### src/hdl/priority_ready_queue_scheduler_core_assert.svh
// Assertion macros used by the scheduler control module.
`ifndef PRIORITY_READY_QUEUE_SCHEDULER_CORE_ASSERT_SVH
`define PRIORITY_READY_QUEUE_SCHEDULER_CORE_ASSERT_SVH

// The consequent must hold in the same cycle as the antecedent.
`define PRQS_ASSERT_NOW(label, ante, cons) \
    label: assert property (@(posedge i_clk) disable iff (!i_rst_n) (ante) |-> (cons)) \
        else $error("assertion failed");

// The consequent must hold in the cycle after the antecedent.
`define PRQS_ASSERT_NEXT(label, ante, cons) \
    label: assert property (@(posedge i_clk) disable iff (!i_rst_n) (ante) |=> (cons)) \
        else $error("assertion failed");

`endif

### src/hdl/prqs_pkg.sv
package prqs_pkg;

    localparam int NUM_LEVELS = 8;
    localparam int NUM_TASKS  = 64;
    localparam int TASK_W     = 6;
    localparam int LVL_W      = 3;
    localparam int CPU_W      = 2;
    localparam int NOW_W      = 32;
    localparam int HOLD_W     = 16;
    localparam int ITER_W     = $clog2(NUM_TASKS);
    localparam int IN_W       = 48;
    localparam int OUT_W      = 16;
    localparam logic [HOLD_W-1:0] HOLD_RESET = 16'd10;

    typedef enum logic [1:0] {
        t_OP_ENQ   = 2'd0,
        t_OP_PICK  = 2'd1,
        t_OP_QUERY = 2'd2,
        t_OP_NONE  = 2'd3
    } t_op;

    typedef enum logic [2:0] {
        S_IDLE,
        S_ENQ_TAIL,
        S_ENQ_NEW,
        S_WALK,
        S_UPD,
        S_RESP
    } t_state;

    typedef struct packed {
        logic load;
        logic enq_tail;
        logic enq_new;
        logic walk_step;
        logic walk_head;
        logic upd;
        logic resp_load;
    } t_cmd;

    typedef struct packed {
        logic any_ready;
        logic may_run;
        logic link_end;
        logic walk_last;
    } t_sts;

endpackage

### src/hdl/prqs_ctrl.sv
`include "priority_ready_queue_scheduler_core_assert.svh"

module prqs_ctrl (
    input  logic          i_clk,
    input  logic          i_rst_n,
    input  logic          i_accept,
    input  logic [1:0]    i_op,
    input  logic          i_out_ready,
    input  prqs_pkg::t_sts i_sts,
    output prqs_pkg::t_cmd o_cmd,
    output logic          o_in_ready,
    output logic          o_out_valid
);

    prqs_pkg::t_state r_state, n_state;
    logic r_out_valid, n_out_valid;

    always_ff @(posedge i_clk) begin
        if (!i_rst_n) begin
            r_state     <= prqs_pkg::S_IDLE;
            r_out_valid <= 1'b0;
        end else begin
            r_state     <= n_state;
            r_out_valid <= n_out_valid;
        end
    end

    always_comb begin
        n_state = r_state;
        case (r_state)
            prqs_pkg::S_IDLE: begin
                if (i_accept) begin
                    if (i_op == prqs_pkg::t_OP_ENQ) begin
                        n_state = prqs_pkg::S_ENQ_TAIL;
                    end else if (i_op == prqs_pkg::t_OP_PICK && i_sts.any_ready) begin
                        n_state = prqs_pkg::S_WALK;
                    end else begin
                        n_state = prqs_pkg::S_RESP;
                    end
                end
            end
            prqs_pkg::S_ENQ_TAIL: n_state = prqs_pkg::S_ENQ_NEW;
            prqs_pkg::S_ENQ_NEW:  n_state = prqs_pkg::S_RESP;
            prqs_pkg::S_WALK: begin
                if (i_sts.may_run || i_sts.link_end || i_sts.walk_last) begin
                    n_state = prqs_pkg::S_UPD;
                end
            end
            prqs_pkg::S_UPD: n_state = prqs_pkg::S_RESP;
            prqs_pkg::S_RESP: begin
                if (!r_out_valid || i_out_ready) begin
                    n_state = prqs_pkg::S_IDLE;
                end
            end
            default: n_state = prqs_pkg::S_IDLE;
        endcase
    end

    always_comb begin
        o_cmd       = '0;
        n_out_valid = r_out_valid && !i_out_ready;
        case (r_state)
            prqs_pkg::S_IDLE:     o_cmd.load     = i_accept;
            prqs_pkg::S_ENQ_TAIL: o_cmd.enq_tail = 1'b1;
            prqs_pkg::S_ENQ_NEW:  o_cmd.enq_new  = 1'b1;
            prqs_pkg::S_WALK: begin
                if (!i_sts.may_run) begin
                    if (i_sts.link_end || i_sts.walk_last) begin
                        o_cmd.walk_head = 1'b1;
                    end else begin
                        o_cmd.walk_step = 1'b1;
                    end
                end
            end
            prqs_pkg::S_UPD: o_cmd.upd = 1'b1;
            prqs_pkg::S_RESP: begin
                if (!r_out_valid || i_out_ready) begin
                    o_cmd.resp_load = 1'b1;
                    n_out_valid     = 1'b1;
                end
            end
            default: o_cmd = '0;
        endcase
    end

    assign o_in_ready  = (r_state == prqs_pkg::S_IDLE);
    assign o_out_valid = r_out_valid;

    `PRQS_ASSERT_NEXT(a_walk_bounded,
                      r_state == prqs_pkg::S_WALK && i_sts.walk_last,
                      r_state != prqs_pkg::S_WALK)
    `PRQS_ASSERT_NEXT(a_upd_to_resp, r_state == prqs_pkg::S_UPD, r_state == prqs_pkg::S_RESP)
    `PRQS_ASSERT_NEXT(a_resp_loads, r_state == prqs_pkg::S_RESP && !r_out_valid, r_out_valid)

endmodule

### src/hdl/prqs_datapath.sv
module prqs_datapath (
    input  logic                        i_clk,
    input  logic                        i_rst_n,
    input  prqs_pkg::t_cmd              i_cmd,
    input  logic [1:0]                  i_op,
    input  logic [prqs_pkg::IN_W-1:0]   i_in_data,
    input  logic                        i_cfg_we,
    input  logic [prqs_pkg::HOLD_W-1:0] i_cfg_wdata,
    output prqs_pkg::t_sts              o_sts,
    output logic [prqs_pkg::OUT_W-1:0]  o_out_data
);

    localparam int TW = prqs_pkg::TASK_W;
    localparam int LW = prqs_pkg::LVL_W;
    localparam int CW = prqs_pkg::CPU_W;
    localparam int NW = prqs_pkg::NOW_W;
    localparam int NL = prqs_pkg::NUM_LEVELS;
    localparam int NT = prqs_pkg::NUM_TASKS;

    logic [prqs_pkg::HOLD_W-1:0] r_hold;
    logic [1:0]     r_op;
    logic [TW-1:0]  r_tid;
    logic [LW-1:0]  r_pri;
    logic [CW-1:0]  r_cpu;
    logic [NW-1:0]  r_now;
    logic [LW-1:0]  r_lv;
    logic [TW-1:0]  r_cur, n_cur;
    logic [TW-1:0]  r_prev;
    logic           r_has_prev;
    logic [prqs_pkg::ITER_W-1:0] r_iter;
    logic [TW-1:0]  r_pick;
    logic           r_pick_valid;
    logic [prqs_pkg::OUT_W-1:0] r_out;

    logic [TW-1:0]  r_head [NL];
    logic [TW-1:0]  r_tail [NL];
    logic [NL-1:0]  r_nonempty;
    logic [NT-1:0]  r_aff_valid;

    logic [TW:0]      r_link_mem [NT];
    logic [TW:0]      r_link_q;
    logic [CW+NW-1:0] r_aff_mem [NT];
    logic [CW+NW-1:0] r_aff_q;
    logic             r_aff_vq;

    logic [LW-1:0]  pe_lv;
    logic [LW-1:0]  in_pri;
    logic           link_we;
    logic [TW-1:0]  link_waddr;
    logic [TW:0]    link_wdata;
    logic [CW-1:0]  aff_last;
    logic [NW-1:0]  aff_hold;
    logic [NW-1:0]  new_hold;
    logic [NL-1:0]  lower_mask;
    logic           higher_ready;
    logic           same_ready;

    assign in_pri = i_in_data[8:6];

    always_comb begin
        pe_lv = '0;
        for (int i = NL - 1; i >= 0; i--) begin
            if (r_nonempty[i]) begin
                pe_lv = LW'(i);
            end
        end
    end

    assign aff_last = r_aff_q[CW+NW-1:NW];
    assign aff_hold = r_aff_q[NW-1:0];

    always_comb begin
        n_cur = r_cur;
        if (i_cmd.load) begin
            n_cur = r_head[pe_lv];
        end else if (i_cmd.walk_step) begin
            n_cur = r_link_q[TW-1:0];
        end else if (i_cmd.walk_head) begin
            n_cur = r_head[r_lv];
        end
    end

    always_comb begin
        link_we    = 1'b0;
        link_waddr = r_tid;
        link_wdata = {1'b1, {TW{1'b0}}};
        if (i_cmd.enq_tail) begin
            link_we    = r_nonempty[r_pri];
            link_waddr = r_tail[r_pri];
            link_wdata = {1'b0, r_tid};
        end else if (i_cmd.enq_new) begin
            link_we    = 1'b1;
        end else if (i_cmd.upd) begin
            link_we    = r_has_prev;
            link_waddr = r_prev;
            link_wdata = r_link_q;
        end
    end

    always_ff @(posedge i_clk) begin
        if (link_we) begin
            r_link_mem[link_waddr] <= link_wdata;
        end
        r_link_q <= r_link_mem[n_cur];
    end

    assign new_hold = (!r_aff_vq || aff_last != r_cpu)
                    ? r_now + NW'(r_hold) : aff_hold;

    always_ff @(posedge i_clk) begin
        if (i_cmd.upd) begin
            r_aff_mem[r_cur] <= {r_cpu, new_hold};
        end
        r_aff_q <= r_aff_mem[n_cur];
    end

    always_ff @(posedge i_clk) begin
        if (!i_rst_n) begin
            r_hold      <= prqs_pkg::HOLD_RESET;
            r_nonempty  <= '0;
            r_aff_valid <= '0;
            r_aff_vq    <= 1'b0;
        end else begin
            if (i_cfg_we) begin
                r_hold <= i_cfg_wdata;
            end
            r_aff_vq <= r_aff_valid[n_cur];
            if (i_cmd.enq_new) begin
                r_nonempty[r_pri] <= 1'b1;
            end
            if (i_cmd.upd) begin
                r_aff_valid[r_cur] <= 1'b1;
                if (!r_has_prev && r_link_q[TW]) begin
                    r_nonempty[r_lv] <= 1'b0;
                end
            end
        end
    end

    always_ff @(posedge i_clk) begin
        r_cur <= n_cur;
        if (i_cmd.load) begin
            r_op         <= i_op;
            r_tid        <= i_in_data[5:0];
            r_pri        <= in_pri;
            r_cpu        <= i_in_data[10:9];
            r_now        <= i_in_data[42:11];
            r_lv         <= pe_lv;
            r_has_prev   <= 1'b0;
            r_iter       <= '0;
            r_pick       <= '0;
            r_pick_valid <= 1'b0;
        end
        if (i_cmd.walk_step) begin
            r_prev     <= r_cur;
            r_has_prev <= 1'b1;
            r_iter     <= r_iter + 1'b1;
        end
        if (i_cmd.walk_head) begin
            r_has_prev <= 1'b0;
        end
        if (i_cmd.enq_new) begin
            r_tail[r_pri] <= r_tid;
            if (!r_nonempty[r_pri]) begin
                r_head[r_pri] <= r_tid;
            end
        end
        if (i_cmd.upd) begin
            r_pick       <= r_cur;
            r_pick_valid <= 1'b1;
            if (r_has_prev) begin
                if (r_link_q[TW]) begin
                    r_tail[r_lv] <= r_prev;
                end
            end else if (!r_link_q[TW]) begin
                r_head[r_lv] <= r_link_q[TW-1:0];
            end
        end
        if (i_cmd.resp_load) begin
            r_out <= {{(prqs_pkg::OUT_W-9){1'b0}}, same_ready, higher_ready,
                      r_pick_valid, r_pick};
        end
    end

    always_comb begin
        for (int i = 0; i < NL; i++) begin
            lower_mask[i] = (LW'(i) < r_pri);
        end
    end

    assign higher_ready = (r_op == prqs_pkg::t_OP_QUERY) && |(r_nonempty & lower_mask);
    assign same_ready   = (r_op == prqs_pkg::t_OP_QUERY) && r_nonempty[r_pri];

    assign o_sts.any_ready = |r_nonempty;
    assign o_sts.may_run   = !r_aff_vq || aff_last == r_cpu || aff_hold < r_now;
    assign o_sts.link_end  = r_link_q[TW];
    assign o_sts.walk_last = (r_iter == prqs_pkg::ITER_W'(NT - 1));
    assign o_out_data      = r_out;

endmodule

### src/hdl/priority_ready_queue_scheduler_core.sv
// Sequence: a query, an unused op or a pick on an empty queue goes from accept straight to
// the response state; an enqueue first passes the tail-link and new-entry states.
// A pick of a ready task walks the list, one link per cycle as the link memory is read,
// then passes the update state before the response state.
// One item is processed at a time; the next item is accepted once the result is registered.
// Synchronous active-low reset empties all levels, clears affinity and sets move_hold to 10.
module priority_ready_queue_scheduler_core (
    input  logic        i_clk,
    input  logic        i_rst_n,
    input  logic        s_axis_tvalid,
    output logic        s_axis_tready,
    input  logic [47:0] s_axis_tdata,  // task_id[5:0], priority_req[8:6], cpu_id[10:9], now[42:11]
    input  logic [1:0]  s_axis_tuser,  // op[1:0]
    output logic        m_axis_tvalid,
    input  logic        m_axis_tready,
    // picked_task[5:0], picked_valid[6], higher_ready[7], same_ready[8]
    output logic [15:0] m_axis_tdata,
    input  logic        i_cfg_we,
    input  logic [15:0] i_cfg_wdata
);

    prqs_pkg::t_cmd cmd;
    prqs_pkg::t_sts sts;
    logic           accept;

    assign accept = s_axis_tvalid && s_axis_tready;

    prqs_ctrl u_ctrl (
        .i_clk       (i_clk),
        .i_rst_n     (i_rst_n),
        .i_accept    (accept),
        .i_op        (s_axis_tuser),
        .i_out_ready (m_axis_tready),
        .i_sts       (sts),
        .o_cmd       (cmd),
        .o_in_ready  (s_axis_tready),
        .o_out_valid (m_axis_tvalid)
    );

    prqs_datapath u_dp (
        .i_clk       (i_clk),
        .i_rst_n     (i_rst_n),
        .i_cmd       (cmd),
        .i_op        (s_axis_tuser),
        .i_in_data   (s_axis_tdata),
        .i_cfg_we    (i_cfg_we),
        .i_cfg_wdata (i_cfg_wdata),
        .o_sts       (sts),
        .o_out_data  (m_axis_tdata)
    );

endmodule
### config.mk
export PLATFORM = sky130hd
export DESIGN_NAME = priority_ready_queue_scheduler_core
export DESIGN_NICKNAME = d
export VERILOG_FILES = /design/src/hdl/prqs_pkg.sv /design/src/hdl/prqs_ctrl.sv /design/src/hdl/prqs_datapath.sv /design/src/hdl/priority_ready_queue_scheduler_core.sv
export VERILOG_INCLUDE_DIRS = /design/src /design/src/hdl
export SDC_FILE = /design/constraint.sdc
export NUM_CORES = 2
export LEC_CHECK = 0
export BUFFER_PORTS_ARGS = -buffer_cell sky130_fd_sc_hd__buf_2
export CORE_ASPECT_RATIO = 0.75
export CORE_MARGIN = 5
export CORE_UTILIZATION = 55
export CTS_BUF_LIST = sky130_fd_sc_hd__clkbuf_8
export CTS_CLUSTER_DIAMETER = 200
export DETAILED_ROUTE_END_ITERATION = 12
export PLACE_DENSITY_LB_ADDON = 0.1
export SETUP_SLACK_MARGIN = 0.4
export SYNTH_ARGS = -nofsm -noshare
export SYNTH_HDL_FRONTEND = slang
export SYNTH_SLANG_ARGS = --single-unit
### constraint.sdc
create_clock -name i_clk -period 11.9 [get_ports i_clk]
set_input_delay 0.595 -clock i_clk [delete_from_list [all_inputs] [get_ports i_clk]]
set_output_delay 0.595 -clock i_clk [all_outputs]
set_load 0.1 [all_outputs]
After elaboration in Yosys (flattened, before gate mapping)
Memory sizes are Yosys's and may differ from the RTL's. A register that Yosys moved wholly into a read port is not among the register bits.
Cells that the tools add are included.
- input port bits: 71
- bits in registers: 176
- bits in writable memories: 2720
- output and inout port bits: 18
- memories: 4
- bitwise operators: 5
- equality and inequality tests: 13
- multiplexer cells: 83
- reductions and logical operators: 30
- magnitude comparators: 16
- $add $sub $neg: 2
- memory list (name ; depth ; bits a word ; read ports ; clocked after memory_dff ; write ports ; line ; source):
    u_dp.r_aff_mem ; 64 ; 34 ; 1 ; 1 ; 1 ; prqs_datapath.sv:42 ; logic [CW+NW-1:0] r_aff_mem [NT];
    u_dp.r_link_mem ; 64 ; 7 ; 1 ; 1 ; 1 ; prqs_datapath.sv:40 ; logic [TW:0] r_link_mem [NT];
    u_dp.r_head ; 8 ; 6 ; 2 ; 1 ; 1 ; prqs_datapath.sv:35 ; logic [TW-1:0] r_head [NL];
    u_dp.r_tail ; 8 ; 6 ; 1 ; 1 ; 1 ; prqs_datapath.sv:36 ; logic [TW-1:0] r_tail [NL];
- operator list (kind ; count):
    $mux W6 ; 11
    $or A64 B64 Y64 ; 1
    $mux W3 ; 17
    $mux W1 ; 39
    $add A32 B16 Y32 ; 1
    $lt A32 B32 Y1 ; 1
    $mux W32 ; 1
    $mux W8 ; 4
    $mux W7 ; 3
    $and A8 B8 Y8 ; 2
    $reduce_or A8 Y1 ; 2
    $pmux W3 S5 ; 1
    $lt A6 B7 Y1 const B ; 2
    $lt A3 B3 Y1 const A ; 4
    $reduce_or A6 Y1 ; 2
    $logic_and A1 B1 Y1 ; 9
    $lt A3 B4 Y1 const B ; 2
    $not A8 Y8 ; 1
    $or A8 B8 Y8 ; 1
    $logic_or A1 B1 Y1 ; 7
    $add A6 B1 Y6 const B ; 1
    $bmux W1 S6 ; 1
    $demux W1 S3 ; 2
    $demux W1 S6 ; 1
    other kinds (21) ; 33

Depth between registers and ports, before layout
An unclocked memory read counts as a cell.
- depth in word-level cells: 12
- gate-level depth with buffers: 20
- depth with buffers taken out: 16

Cells and area by module
Synthesis repeated with hierarchy kept, for this count alone.
- cell total of the unflattened synthesis: 8923
- area, all modules: 117463.9 sq um
- by module, submodules not included (module ; area each (sq um) ; sequential area each (sq um) ; cells an instance ; times used):
    prqs_datapath ; 117134.8 ; 86813.3 ; 8885 ; 1
    prqs_ctrl ; 322.8 ; 80.1 ; 37 ; 1
    priority_ready_queue_scheduler_core ; 6.3 ; 0.0 ; 1 ; 1

Least setup slack after synthesis
OpenSTA, ideal clock, no wires.
- kind: register -> register
- start: register u_ctrl.r_state[0]
- end: register u_dp.r_link_q[0], read port of u_dp.r_link_mem
- cell stages (with the launch flop): 12
- path slack: 5.664 ns
- data arrival time: 6.120 ns
- cell sequence: dfxtp_1 > nor3_1 > nand2_1 > inv_1 > clkbuf_1 > o31ai_1 > inv_1 > buf_2 > clkbuf_1 > buf_2 > nand4_1 > and4_1
- RTL lines (element ; line ; source):
    from (decl) ; prqs_ctrl.sv:15 ; prqs_pkg::t_state r_state, n_state;
    from (signal assigned) ; prqs_ctrl.sv:20 ; r_state <= prqs_pkg::S_IDLE;
    from (signal assigned) ; prqs_ctrl.sv:23 ; r_state <= n_state;
    to (decl) ; prqs_datapath.sv:41 ; logic [TW:0] r_link_q;

Final worst setup path
- start: register u_dp.r_cpu[1]
- end: register u_dp.r_aff_q[31], read port of u_dp.r_aff_mem
- word-level cells in the longest chain between the ends: 8
- RTL lines (element ; line ; source):
    from (decl) ; prqs_datapath.sv:24 ; logic [CW-1:0] r_cpu;
    from (signal assigned) ; prqs_datapath.sv:146 ; r_cpu <= i_in_data[10:9];
    $eq A2 B2 Y1 (*) ; prqs_datapath.sv:195 ; assign o_sts.may_run = !r_aff_vq || aff_last == r_cpu || aff_hold < r_now;
    $logic_or A1 B1 Y1 (*) (2 in a row) ; prqs_datapath.sv:195 ;
    $mux W2 (*) ; prqs_ctrl.sv:67 ; if (!i_sts.may_run) begin
    $mux W2 (*) ; prqs_ctrl.sv:62 ; case (r_state)
    $mux W6 ; prqs_datapath.sv:78 ; end else if (i_cmd.walk_head) begin
    $mux W6 (*) ; prqs_datapath.sv:76 ; end else if (i_cmd.walk_step) begin
    $mux W6 (*) ; prqs_datapath.sv:74 ; if (i_cmd.load) begin
    to (decl) ; prqs_datapath.sv:43 ; logic [CW+NW-1:0] r_aff_q;
Mark *: on every way between the ends. The rest lies on a longest branch, timed or not.
A chain may end at the register's enable or synchronous reset.

==> reports/metrics.yaml <==
setup_viol: 0
vdd_drop_max_mv: 0.182
netlist_top_cells_area: "edfxtp_1 72%, nand2_1 6.7%, nand3_1 3.2%"
synth-simple-area-share: 0.131
rsz0062_at_grt: "false"
cp_slowest_cell: "nor4_1"
avgSynthCellArea_um2: 13.9
cp.required_ns: 12.62
io_pins: 89
timing.final.crit_period_ns: 7.94
hold_viol: 0
nFillCells: 16000
synth_fa_ha_area_frac: 0.00531
final.setup.tns_ns: 0
hold_ws_ns: 0.108
netlist-cell-type-count: 96
violations: "capacitance limit, slew limit"
cpMostUsedCell: "buf_4"
hpwl_um: 187000
slew_viol_final: 3
synth_most_common_cell: "edfxtp_1"
layout.nets: 8801
synth_edf_count: 2795
critPathCaptureType: "flop"
grt_pass1_vias: 70900
fp.dieH_um: 409
cts_setup_buffers: 0
vias: 74300
detail-route-antenna-nets: 0
ys_warn_count: 0
cts_tree: "built"
die-area_um2: 222000
firstDrtPassIters: 6
yosys.area.top_type: "edfxtp_1"
arrival_ns: 8.65
fin_crit_sh: 0.667
max_stage_delay_ns: 1.31
syn_area_um2: 117000
synthToLayoutAreaGrowth_pct: 11.0
synth_cells: 8420
grt_max_degree: 161
grt_pass1_wl_um: 490000
finalClockSkew_ns: 0.0867
fp.dieW_um: 542
critPathMaxFanout: 78
grt_usage: 0.301
synth_top_family_by_area: "simple AND/OR/NAND/NOR gates"
ys_ff_latch: 2943
synth-xor-area-share: 0.00247
status: "finished with violations"
cts_made_buffers: 438
ys_seq_area_frac: 0.744
clk_latency_ns: 1.01
coreArea_um2: 211000
gp_congestion: 0.860
max_freq_mhz: 126
avgViaCountPerCell: 6.26
slew_headroom: -0.102
hold_class: "input port to flop"
path_buf_inv: 6
globalRouteOverflowTotal: 0
critPathTopFamily: "simple AND/OR/NAND/NOR gates"
clockBufferDepth: 4
finish.instance_area_um2: 130000
tightest_slew_ns: 1.64
antenna_found_initial: 19
clock_sinks: 2943
place_area_um2: 121000
synth-compound-area-share: 0.0543
h-tree-depth: 5
initial_utilization: 0.553
drv_cap: 1
drc: 0
synth_mux_area_frac: 0.0401
drive_gt1_frac: 0.114
cts_resized: 0
root_buffer: "clkbuf_8"
ys.flop_type: "edfxtp_1"
critical_path_class: "flop to flop"
routed_wl_um: 341000
final_util: 0.614
synthDominantCellAreaShare: 0.718
leakage_nw: 44.0
async_flop_share: 0
wire_per_inst_um: 28.7
clkTransAtPathRegs_ns: 0.06
io_buffers: 76
start_kind: "flop"
synth_common_cells: "2,795 x edfxtp_1, 2,073 x nand2_1, 753 x nand3_1"
rows: 146
drt_iter0_markers: 9826
crit_chain: "buf_4 -> xor2_1 -> o21ai_1 -> or2_2 -> a21oi_1 -> a21oi_1 -> o211ai_2 -> nand2_4 -> buf_4 -> inv_4 -> nor2_4 -> buf_12 -> buf_4 -> buf_4 -> nand3_1 -> nand4_1 -> and3_1 -> nor4_1"
p_per_area_nw_per_um2: 215
[power breakdown]
group | leakage [nW] | internal, mW | total, mW | switching, mW
clock | 4.71 | 3.77 | 7.63 | 3.86
combinational | 12.8 | 1.91 | 7.74 | 5.83
sequential | 26.4 | 12.3 | 12.5 | 0.209
total | 44.0 | 18.0 | 27.9 | 9.90
[through the flow]
stage	power, mW	setup slack (ns)	instances
final	27.9	3.96	11900
after global routing	29.0	3.82	11900
after CTS	27.9	4.09	11900
after detailed placement	20.4	4.16	11000
after global placement	20.3	3.83	11000
after floorplan	17.2	5.66	8426
[metal layers]
metal  up-vias  global-route usage  part of all wire
met3       695              0.0534              0.10
met1     37200               0.445              0.41
li1      32200                   -                 -
met4         8               0.108             0.037
met5         -                   0           0.00017
met2      4103               0.455              0.45
[layout by cell type, fill, tap and decap left out, drive strengths merged, types with 17 or more instances in the layout]
master       instances
a211oi              31
nor2b               23
nand4              232
a31oi              111
a32oi              290
dlygate4sd3         63
o21ai               60
xnor2               23
o21a                72
and3                59
nand3              753
edfxtp            2795
a21oi              150
clkinv             158
clkbuf             477
nand2             2076
inv                225
and2                17
mux2i              359
dfxtp              148
buf                273
mux4                36
ha                  48
mux2                25
nor2               289
[final cells by class]
class                   count  area, um2  share of cell area
diodes                     11       27.5            0.000212
clock buffers             477       6570              0.0506
clock inverters           328       1480              0.0114
inverters                  63        267             0.00206
multi-input cells        4899      28300               0.218
flip-flops and latches   2943      86900               0.670
well taps                2812       3520              0.0271
repair buffers            336       2670              0.0206
[worst register-to-register path: stages, from the launching register on]
cell,delay (ns)
edfxtp_1,0.33
buf_4,0.53
xor2_1,0.48
o21ai_1,0.30
or2_2,0.37
a21oi_1,0.25
a21oi_1,0.16
o211ai_2,0.57
nand2_4,0.52
buf_4,0.53
inv_4,0.48
nor2_4,0.07
buf_12,0.27
buf_4,0.41
buf_4,0.43
nand3_1,0.15
nand4_1,0.17
and3_1,0.34
nor4_1,1.31
[repair_timing]
action,4_1_cts,5_1_grt
endpoints found under the hold margin,67,0
endpoints found under the setup margin,0,0
hold buffers,63,0
[path summary, 6_finish.rpt]
| kind | from | end | slack [ns] | cells after the start |
|---|---|---|---|---|
| worst max-delay path | u_dp.r_cpu[1] | u_dp.r_aff_q[31] | 3.96 | 18 |
| worst max register to register | u_dp.r_cpu[1] | u_dp.r_aff_q[31] | 3.96 | 18 |
| worst min-delay path | i_cfg_we | u_dp.r_hold[1] | 0.11 | 3 |
| worst min register to register | u_dp.r_pick[2] | u_dp.o_out_data[2] | 0.42 | 0 |
[state kept, by name, indices dropped and copies added, names as in the netlist, 16 cells and up, named ones only]
name	cells
u_dp.r_aff_mem	2176
u_dp.r_aff_valid	64
u_dp.r_now	32
u_dp.r_head	48
u_dp.r_aff_q	34
u_dp.r_hold	16
u_dp.r_tail	48
u_dp.r_link_mem	448
[cell families after synthesis]
group,count (synthesis)
compound gates,854
xor+xnor,33
fa+ha+maj,49
buf+inv,584
flops,2943
mux,420
other cells,1
simple gates,3536
Note: power is estimated with default switching activity, not from simulation.
